===== src/rtl/ffe_pkg.sv =====
// Shared constants, command codes and controller/datapath interface types.
`timescale 1ns / 1ps

package ffe_pkg;

    // Field widths of one input beat and one result beat.
    localparam int FIELD_W    = 16;
    localparam int COLOR_W    = 32;
    localparam int CMD_W      = 3;
    localparam int IN_DATA_W  = 6 * FIELD_W + COLOR_W;
    localparam int OUT_DATA_W = 32;

    // Configuration port.
    localparam int CFG_IDX_W  = 1;
    localparam int CFG_DATA_W = 9;

    // Clipped coordinates never exceed the 9-bit size registers.
    localparam int COORD_W    = CFG_DATA_W;
    localparam int COORD_MAX  = (2 ** COORD_W) - 1;

    // Raw rectangle bounds need room for origin plus size minus one.
    localparam int EXT_W      = FIELD_W + 2;

    // Default store geometry.
    localparam int DEF_MAX_WIDTH  = 256;
    localparam int DEF_MAX_HEIGHT = 256;

    // Reset value of both size registers.
    localparam logic [CFG_DATA_W-1:0] FB_SIZE_RESET = 9'd256;

    // Configuration register indexes.
    localparam logic [CFG_IDX_W-1:0] REG_FB_WIDTH  = 1'b0;
    localparam logic [CFG_IDX_W-1:0] REG_FB_HEIGHT = 1'b1;

    // Drawing commands.
    typedef enum logic [CMD_W-1:0] {
        CMD_CLEAR = 3'd0,
        CMD_WRITE = 3'd1,
        CMD_READ  = 3'd2,
        CMD_FILL  = 3'd3,
        CMD_LINE  = 3'd4
    } cmd_t;

    // Strobes from the controller to the datapath.
    typedef struct packed {
        logic load_en;
        logic clip_en;
        logic base_en;
        logic fill_en;
        logic rd_en;
        logic out_load;
    } dp_cmd_t;

    // Status from the datapath back to the controller.
    typedef struct packed {
        logic is_read;
        logic nonempty;
        logic box_last;
        logic out_free;
    } dp_stat_t;

endpackage


===== src/rtl/ffe_ctrl.sv =====
// Command sequencer: accepts a beat, clips, sets up the row base, then reads, fills a nonempty box or returns to idle.
`timescale 1ns / 1ps

module ffe_ctrl (
    input  logic              clk,
    input  logic              rst_n,
    input  logic              s_valid,
    output logic              s_ready,
    input  ffe_pkg::dp_stat_t stat_i,
    output ffe_pkg::dp_cmd_t  cmd_o
);

    typedef enum logic [5:0] {
        ST_IDLE  = 6'b000001,
        ST_CLIP  = 6'b000010,
        ST_BASE  = 6'b000100,
        ST_FILL  = 6'b001000,
        ST_READ  = 6'b010000,
        ST_RDATA = 6'b100000
    } state_t;

    state_t state_reg;
    state_t state_next;

    // State register.
    always_ff @(posedge clk or negedge rst_n)
    begin
        if (!rst_n)
        begin
            state_reg <= ST_IDLE;
        end
        else
        begin
            state_reg <= state_next;
        end
    end

    // Next state and datapath strobes.
    always_comb
    begin
        state_next = state_reg;
        cmd_o      = '0;
        s_ready    = 1'b0;
        case (state_reg)
            ST_IDLE:
            begin
                s_ready       = 1'b1;
                cmd_o.load_en = s_valid;
                if (s_valid)
                begin
                    state_next = ST_CLIP;
                end
            end
            ST_CLIP:
            begin
                cmd_o.clip_en = 1'b1;
                state_next    = ST_BASE;
            end
            ST_BASE:
            begin
                cmd_o.base_en = 1'b1;
                if (stat_i.is_read)
                begin
                    state_next = ST_READ;
                end
                else if (stat_i.nonempty)
                begin
                    state_next = ST_FILL;
                end
                else
                begin
                    state_next = ST_IDLE;
                end
            end
            ST_FILL:
            begin
                cmd_o.fill_en = 1'b1;
                if (stat_i.box_last)
                begin
                    state_next = ST_IDLE;
                end
            end
            ST_READ:
            begin
                cmd_o.rd_en = 1'b1;
                state_next  = ST_RDATA;
            end
            ST_RDATA:
            begin
                // Hold the read word until the output register frees up.
                if (stat_i.out_free)
                begin
                    cmd_o.out_load = 1'b1;
                    state_next     = ST_IDLE;
                end
            end
            default:
            begin
                state_next = ST_IDLE;
            end
        endcase
    end

    // A fill only runs over a box that survived clipping.
    assert property (@(posedge clk) disable iff (!rst_n)
        (state_reg == ST_FILL) |-> stat_i.nonempty)
    else $error("fill running over an empty box");

    // A read result waits while the output register is occupied.
    assert property (@(posedge clk) disable iff (!rst_n)
        (state_reg == ST_RDATA && !stat_i.out_free) |=> (state_reg == ST_RDATA))
    else $error("read result dropped under output stall");

    // No new beat is taken while memory work is in flight.
    assert property (@(posedge clk) disable iff (!rst_n)
        s_ready |-> (!cmd_o.fill_en && !cmd_o.rd_en && !cmd_o.out_load))
    else $error("input accepted during memory access");

endmodule


===== config.mk =====
export PLATFORM = sky130hd
export DESIGN_NAME = ffe_ctrl
export DESIGN_NICKNAME = d
export VERILOG_FILES = /design/src/rtl/ffe_pkg.sv /design/src/rtl/ffe_ctrl.sv
export SDC_FILE = /design/constraint.sdc
export NUM_CORES = 1
export LEC_CHECK = 0
export ABC_AREA = 1
export BUFFER_PORTS_ARGS = -buffer_cell sky130_fd_sc_hd__buf_2
export CORE_MARGIN = 5
export CORE_UTILIZATION = 30
export CTS_CLUSTER_SIZE = 8
export DETAILED_ROUTE_END_ITERATION = 8
export RECOVER_POWER = 25
export SLEW_MARGIN = 20
export SYNTH_ARGS = -nofsm -noshare
export SYNTH_HDL_FRONTEND = slang
export SYNTH_SLANG_ARGS = --single-unit

===== constraint.sdc =====
create_clock -name clk -period 1.3 [get_ports clk]
set_input_delay 0.13 -clock clk [delete_from_list [all_inputs] [get_ports clk]]
set_output_delay 0.13 -clock clk [all_outputs]
set_load 0.05 [all_outputs]

Yosys cells after proc, flatten, opt, wreduce, memory -nomap -nowiden --
Cells that the tools add are included. Widths: inputs -> output; s select.
Cells by class: eq/ne operators 9, reductions and logical operators 1, multiplexer cells 14
Operators by type and width (count):
- $pmux 6 s6 | 1
- $mux 6 | 4
- $mux 1 | 8
- $eq 6x1->1 const B | 1
- $eq 6x2->1 const B | 1
- $eq 6x3->1 const B | 1
- $eq 6x4->1 const B | 1
- $eq 6x5->1 const B | 1
- $eq 6x6->1 const B | 1
- $ne 2x2->1 const B | 3
- $mux 4 | 1
- $reduce_and 3->1 | 1
Word-level totals: input port bits 7, register bits 6, output and inout port bits 7

Logic depth before layout (Yosys ltp) --
Gate-level depths: netlist (run 1).
depth in word-level cells 3, depth in mapped cells 9

Worst setup path before layout (run 1) --
Ideal clock, no wire load.
path kind reg-to-output, start point register state_reg[0], end point output port cmd_o[5] (netlist name), stages on the path, launching flop included 5, data required time 1170 ps, arrival time 1889 ps, path slack -719 ps, path through dfstp_2 inv_2 nor2_4 nand2_4 nor3_1
RTL lines:
- start, declared | line ffe_ctrl.sv:22 | state_t state_reg;
- start signal, assigned | line ffe_ctrl.sv:34 | state_reg <= state_next;
- end, declared | line ffe_ctrl.sv:10 | output ffe_pkg::dp_cmd_t cmd_o

==> results of run 1 <==
cells by family (layout without fill, tap and decap cells):
group	Yosys count	in the layout	share of synthesized area [%]
simple gates	35	35	48.2
buf+inv	15	46	13.4
flops	6	6	36.0
compound gates	2	2	2.38
routing by layer:
| layer | GRT usage, % | vias up | part of all wire (%) |
|---|---|---|---|
| li1 | - | 237 | - |
| met4 | 3.31 | 0 | 0 |
| met1 | 10.8 | 204 | 40 |
| met5 | 0 | - | 0 |
| met3 | 3.38 | 0 | 4.3 |
| met2 | 20.3 | 9 | 56 |
worst max-delay path: cells and delay by family (launching register included):
kind                   cells  cell delay (ps)
flip-flops                 1              560
AND/OR/NAND/NOR            3              370
buffers and inverters      2              230
stage by stage:
| step | power [mW] | hold WS [ps] | TNS [ps] | std cells | worst slack (ps) |
|---|---|---|---|---|---|
| 2_1_floorplan | 0.963 | -166 | -183 | 58 | -115 |
| 3_3_place_gp | 1.21 | -34.7 | -53.2 | 93 | -53.2 |
| 3_5_place_dp | 1.21 | -35.4 | -56.9 | 93 | -56.9 |
| 4_1_cts | 1.62 | 141 | -1030 | 102 | -239 |
| 5_1_grt | 1.80 | 161 | -1540 | 104 | -319 |
| 6_report | 1.68 | 135 | -975 | 104 | -232 |
synth_stat cells:
master	count
nand2_4	1
nand2_2	1
nand3_1	2
nor2_1	8
nand4_1	2
nand3_2	1
dfstp_2	1
nand2_1	9
inv_1	13
inv_2	2
o21ai_1	1
nor2_2	1
o21ai_0	1
nor3_1	4
and3_1	1
nor2_4	5
dfrtp_1	5
final cells by class:
cell class                      count  area [um2]  area share [%]
Clock buffer                        4        26.3            3.45
Multi-Input combinational cell     37         278            36.5
Inverter                           15        56.3            7.39
Timing Repair Buffer               27         230            30.2
Sequential cell                     6         153            20.0
Tap cell                           15        18.8            2.46
final timing paths:
| kind | startpoint | to | cells past startpoint |
|---|---|---|---|
| max | state_reg[0] | cmd_o[5] | 5 |
| min | stat_i[3] | state_reg[4] | 3 |
| max in group asynchronous | rst_n | state_reg[0] | 2 |
| max reg2reg | state_reg[5] | state_reg[0] | 8 |
| min in group asynchronous | rst_n | state_reg[4] | 2 |
| min reg2reg | state_reg[1] | state_reg[1] | 3 |
report_power, final:
part / internal, mW / switching, mW / total, mW / leakage [nW]
registers: 0.251 / 0.0634 / 0.314 / 0.0773
logic: 0.512 / 0.659 / 1.17 / 0.298
clock network: 0.117 / 0.0741 / 0.191 / 0.0150
repair_timing:
| item | in CTS | in global routing |
|---|---|---|
| hold buffers | 1 | 0 |
| hold endpoints to repair | 6 | 0 |
| pin swaps | 0 | 3 |
| cloned | 0 | 0 |
| setup buffers | 4 | 2 |
| gates resized for setup | 22 | 8 |
| setup endpoints to repair | 7 | 9 |
==> flow_summary.rst, run 1 <==
.. list-table::
   :header-rows: 1

   * - Metric
     - Value
   * - Largest fanout of any net on the critical path
     - 4
   * - Cells traversed along the worst timing path
     - inv_2 > nor2_4 > nand2_4 > nor3_4 > buf_6
   * - Clock latency of the later-clocked register in the worst-skew pair
     - 250 ps
   * - Most area-consuming cells after synthesis
     - dfrtp_1, nor2_4, inv_1
   * - Cell count after synthesis
     - 58
   * - Power density over the cells
     - 2200 mW/mm2
   * - Leakage component of the power
     - 0.390 nW
   * - TritonCTS clock tree
     - yes
   * - Type of the worst min-delay path
     - primary input to flop
   * - Initial standard-cell utilization of the core
     - 31.9%
   * - Most used cells in the layout excluding fill and tap cells
     - inv_1, buf_4, nand2_1
   * - Worst slew slack as a fraction of its limit
     - 76.3%
   * - Netlist area before placement
     - 420 um2
   * - Clock tree root driver cell
     - clkbuf_4
   * - Synthesized netlist net count
     - 65
   * - Placeable Area
     - 0.00132 mm2
   * - Aggregate routed wire length
     - 1.01 mm
   * - Pin slew with the least headroom to its limit
     - 355 ps
   * - Critical path class
     - flop to output pin
   * - Number of violations of the max-capacitance limit
     - 0
   * - Number of DRC violations after detailed routing
     - 0
   * - Routed length per instance
     - 9.75 um
   * - Reg2Reg Setup Slack
     - 30 ps
   * - Final Util
     - 57.8%
   * - Buffers from clock root to sink, at most
     - 2
   * - Starting DRT DRC Count
     - 0
   * - Flip-flop and latch count after synthesis
     - 6
   * - Avg Cell Area, Syn
     - 7.25 um2
   * - Violated checks
     - setup timing
   * - Element type at the critical path start
     - flop
   * - Via count of the first global-routing pass
     - 461
   * - Total gr overflow
     - 0
   * - Maximum vdd drop
     - 1.78 mV
   * - Share of cells above drive strength 1
     - 57.3%
   * - Required arrival time at the worst endpoint
     - 1170 ps
   * - Setup slack after layout
     - -232 ps
   * - Pin count of the biggest net entering global routing
     - 7
   * - Area share of the largest cell type after synthesis
     - 29.8%
   * - Maximum frequency from static timing analysis
     - 0.653 GHz
   * - Top Ports
     - 14
   * - Buffers added on ports
     - 13
   * - HPWL after DPL
     - 760 um
   * - Fraction of the yosys area taken by sequential cells
     - 36.0%
   * - Post-route antenna net violation count
     - 0
   * - Number of warnings reported in the yosys synthesis log
     - 0
   * - Die area
     - 0.00225 mm2
   * - CTS buffer count
     - 3
   * - Result of the run
     - finished, violations left
   * - Layout Area Growth over Synthesis
     - 81.3%
   * - Largest area contributor in the synthesized netlist
     - dfrtp_1
   * - Period utilisation layout
     - 118%
   * - Number of distinct library cells after synthesis
     - 17
   * - Count of nets after finishing
     - 97
   * - Vias
     - 450
   * - Post-placement cell area
     - 576 um2
   * - Endpoint class of the critical path
     - output pin
   * - Chip width
     - 47.4 um
   * - Number of setup violations in the final report
     - 7
   * - Final critical delay including setup and external delays
     - 1530 ps
   * - Routed via count divided by cell count
     - 4.33
   * - Cell with the biggest individual delay on the critical path
     - dfstp_2
   * - Data arrival time of the critical path
     - 1400 ps
   * - First-pass GRT wire length
     - 1.70 mm
   * - DRT Pass-1 Iters
     - 1
   * - Largest stage delay on the critical path
     - 560 ps
   * - Routability cong.
     - 0.720
   * - Number of levels the H-tree was split into
     - 1
   * - Initial antenna violation count
     - 0
   * - Max FFs per register
     - 6
   * - Max-slew violation count
     - 0
   * - Number of sinks handled by clock tree synthesis
     - 6
   * - Final Hold Violating Endpoints
     - 0
   * - Count of filler cells inserted in the layout
     - 121
   * - Final instance area
     - 762 um2
   * - Gr usage total
     - 10.6%
   * - RSZ-0062 raised after global routing
     - true
   * - Number of diodes added for antenna fixing
     - 0
   * - Worst setup skew after layout
     - 10.6 ps
   * - Site row count
     - 13
   * - CTS clk-pin slew, worst paths
     - 50 ps
   * - Die Span Y
     - 47.4 um
(Power assumes the default switching activity.)
==> run 2, diff against run 1 <==
--- a/config.mk
+++ b/config.mk
@@ -7,10 +7,11 @@
 export LEC_CHECK = 0
 export ABC_AREA = 1
 export BUFFER_PORTS_ARGS = -buffer_cell sky130_fd_sc_hd__buf_2
-export CORE_MARGIN = 5
+export CORE_MARGIN = 2
 export CORE_UTILIZATION = 30
-export CTS_CLUSTER_SIZE = 8
+export CTS_CLUSTER_SIZE = 40
 export DETAILED_ROUTE_END_ITERATION = 8
+export PLACE_DENSITY = 0.55
 export RECOVER_POWER = 25
 export SLEW_MARGIN = 20
 export SYNTH_ARGS = -nofsm -noshare
==> flow_summary.rst, run 2 (synthesis gave the netlist of run 1 again) <==
.. list-table::
   :header-rows: 1

   * - Metric
     - Value
   * - Result of the run
     - finished, violations left (unchanged)
   * - Violated checks
     - setup timing (unchanged)
   * - Routability cong.
     - 0.701 (was 0.720)
   * - DRT Pass-1 Iters
     - 4 (was 1)
   * - Worst setup skew after layout
     - 2.92 ps (was 10.6 ps)
   * - Number of setup violations in the final report
     - 8 (was 7)
   * - Final Util
     - 65.1% (was 57.8%)
   * - Final Hold Violating Endpoints
     - 0 (unchanged)
   * - Final critical delay including setup and external delays
     - 1540 ps (was 1530 ps)
   * - Final Power
     - 1.88 mW (was 1.68 mW)
   * - Type of the worst min-delay path
     - primary input to flop (unchanged)
   * - Post-route antenna net violation count
     - 0 (unchanged)
   * - Share of cells above drive strength 1
     - 62.5% (was 57.3%)
   * - Beginning of the worst register-to-register path
     - state_reg[3] (was state_reg[5])
   * - Largest fanout of any net on the critical path
     - 4 (unchanged)
   * - Reg2Reg Setup Slack
     - -90 ps (was 30 ps)
   * - Max FFs per register
     - 6 (unchanged)
   * - First-pass GRT wire length
     - 1.81 mm (was 1.70 mm)
   * - Most used cells in the layout excluding fill and tap cells
     - buf_6, buf_4, inv_1 (was inv_1, buf_4, nand2_1)
   * - Worst slew slack as a fraction of its limit
     - 79.5% (was 76.3%)
   * - Pin slew with the least headroom to its limit
     - 308 ps (was 355 ps)
   * - Die Span Y
     - 41.4 um (was 47.4 um)
   * - Placeable Area
     - 0.00130 mm2 (was 0.00132 mm2)
   * - Number of levels the H-tree was split into
     - 1 (unchanged)
   * - Number of cells in the finished layout apart from fillers
     - 111 (was 104)
   * - Placed cell count
     - 95 (was 93)
   * - First element of the critical path
     - state_reg[0] (unchanged)
   * - Chip width
     - 41.4 um (was 47.4 um)
   * - Aggregate routed wire length
     - 1.14 mm (was 1.01 mm)
   * - Destination of the worst hold path
     - state_reg[4] (unchanged)
   * - Power density over the cells
     - 2220 mW/mm2 (was 2200 mW/mm2)
   * - Element type at the critical path start
     - flop (unchanged)
   * - Initial antenna violation count
     - 0 (unchanged)
   * - Initial standard-cell utilization of the core
     - 32.3% (was 31.9%)
   * - Post-placement cell area
     - 591 um2 (was 576 um2)
   * - Number of diodes added for antenna fixing
     - 0 (unchanged)
   * - Required arrival time at the worst endpoint
     - 1170 ps (about the same)
   * - Final instance area
     - 847 um2 (was 762 um2)
   * - TritonCTS clock tree
     - yes (unchanged)
   * - Launch point of the worst hold path
     - stat_i[3] (unchanged)
   * - Routed length per instance
     - 10.2 um (was 9.75 um)
   * - Leakage component of the power
     - 0.434 nW (was 0.390 nW)
   * - Depth of the worst register-to-register path
     - 12 (was 8)
   * - Routed via count divided by cell count
     - 4.40 (was 4.33)
   * - Buffers from clock root to sink, at most
     - 2 (unchanged)
   * - CTS clk-pin slew, worst paths
     - 50 ps (about the same)
   * - Setup slack after layout
     - -245 ps (was -232 ps)
   * - Data arrival time of the critical path
     - 1410 ps (was 1400 ps)
   * - Number of violations of the max-capacitance limit
     - 0 (unchanged)
   * - Final hold slack
     - 134 ps (was 135 ps)
   * - Total gr overflow
     - 0 (unchanged)
   * - Worst hold stages
     - 3 (unchanged)
   * - Period utilisation layout
     - 119% (was 118%)
   * - Top Ports
     - 14 (unchanged)
   * - HPWL after DPL
     - 720 um (was 760 um)
   * - RSZ-0062 raised after global routing
     - true (unchanged)
   * - Endpoint class of the critical path
     - output pin (unchanged)
   * - Number of sinks handled by clock tree synthesis
     - 6 (unchanged)
   * - Critical path class
     - flop to output pin (unchanged)
   * - Max-slew violation count
     - 0 (unchanged)
   * - Setup_tns
     - -1400 ps (was -975 ps)
   * - Count of nets after finishing
     - 104 (was 97)
   * - Clock tree root driver cell
     - clkbuf_4 (unchanged)
   * - Starting DRT DRC Count
     - 7 (was 0)
   * - Buffers added on ports
     - 13 (unchanged)
   * - Number of DRC violations after detailed routing
     - 0 (unchanged)
   * - Maximum vdd drop
     - 1.23 mV (was 1.78 mV)
   * - Vias
     - 488 (was 450)
   * - Maximum frequency from static timing analysis
     - 0.647 GHz (was 0.653 GHz)
   * - Via count of the first global-routing pass
     - 459 (was 461)
   * - Gr usage total
     - 13.9% (was 10.6%)
   * - RR Endpoint
     - state_reg[0] (unchanged)
   * - Clock latency of the later-clocked register in the worst-skew pair
     - 250 ps (about the same)
   * - Site row count
     - 13 (unchanged)
   * - Post-place setup slack
     - -80.3 ps (was -56.9 ps)
   * - CTS buffer count
     - 3 (unchanged)
   * - Pin count of the biggest net entering global routing
     - 7 (unchanged)
   * - Die area
     - 0.00172 mm2 (was 0.00225 mm2)
   * - Most frequent standard cell in the layout excluding fill and tap cells
     - buf_6
   * - Layout Area Growth over Synthesis
     - 101% (was 81.3%)
[run 2: where the power goes]
group	switching, mW	leakage [nW]	internal (mW)	total (mW)
sequential	0.0635	0.0756	0.251	0.315
combinational	0.706	0.343	0.666	1.37
clock	0.0742	0.0150	0.117	0.191
[run 2: worst max path at each step]
stage / end / cells after the start / slack, ps
finish: cmd_o[5] / 5 / -240
global route: cmd_o[5] / 6 / -330
CTS: cmd_o[5] / 5 / -260
detailed placement: cmd_o[5] / 5 / -80
global placement: cmd_o[5] / 6 / -60
floorplan: cmd_o[5] / 4 / -110
[run 2: repair_timing]
item | 4_1_cts | 5_1_grt
hold endpoints to repair | 6 | 0
resized for setup | 31 | 10
hold buffers | 1 | 0
buffers inserted | 4 | 7
pin swaps | 3 | 3
setup endpoints to repair | 7 | 8
[run 2: layer usage]
layer	GRT usage [%]	routed length, um
met1	16.3	459
met2	23.8	621
met3	2.61	38
met4	7.74	16
met5	0	0
[run 2: area by class of cell]
type                       instances  area, um2
fill                             119        454
timing repair buffer              34        317
multi-input combinational         37        275
sequential                         6        154
inverter                          15       56.3
clock buffer                       4       26.3
tap                               15       18.8
[run 2: critical path, cell delays in order (launching register included)]
cell     delay [ps]
dfstp_2         560
inv_2            50
nor2_4          100
nand2_4          80
nor3_4          190
buf_6           180
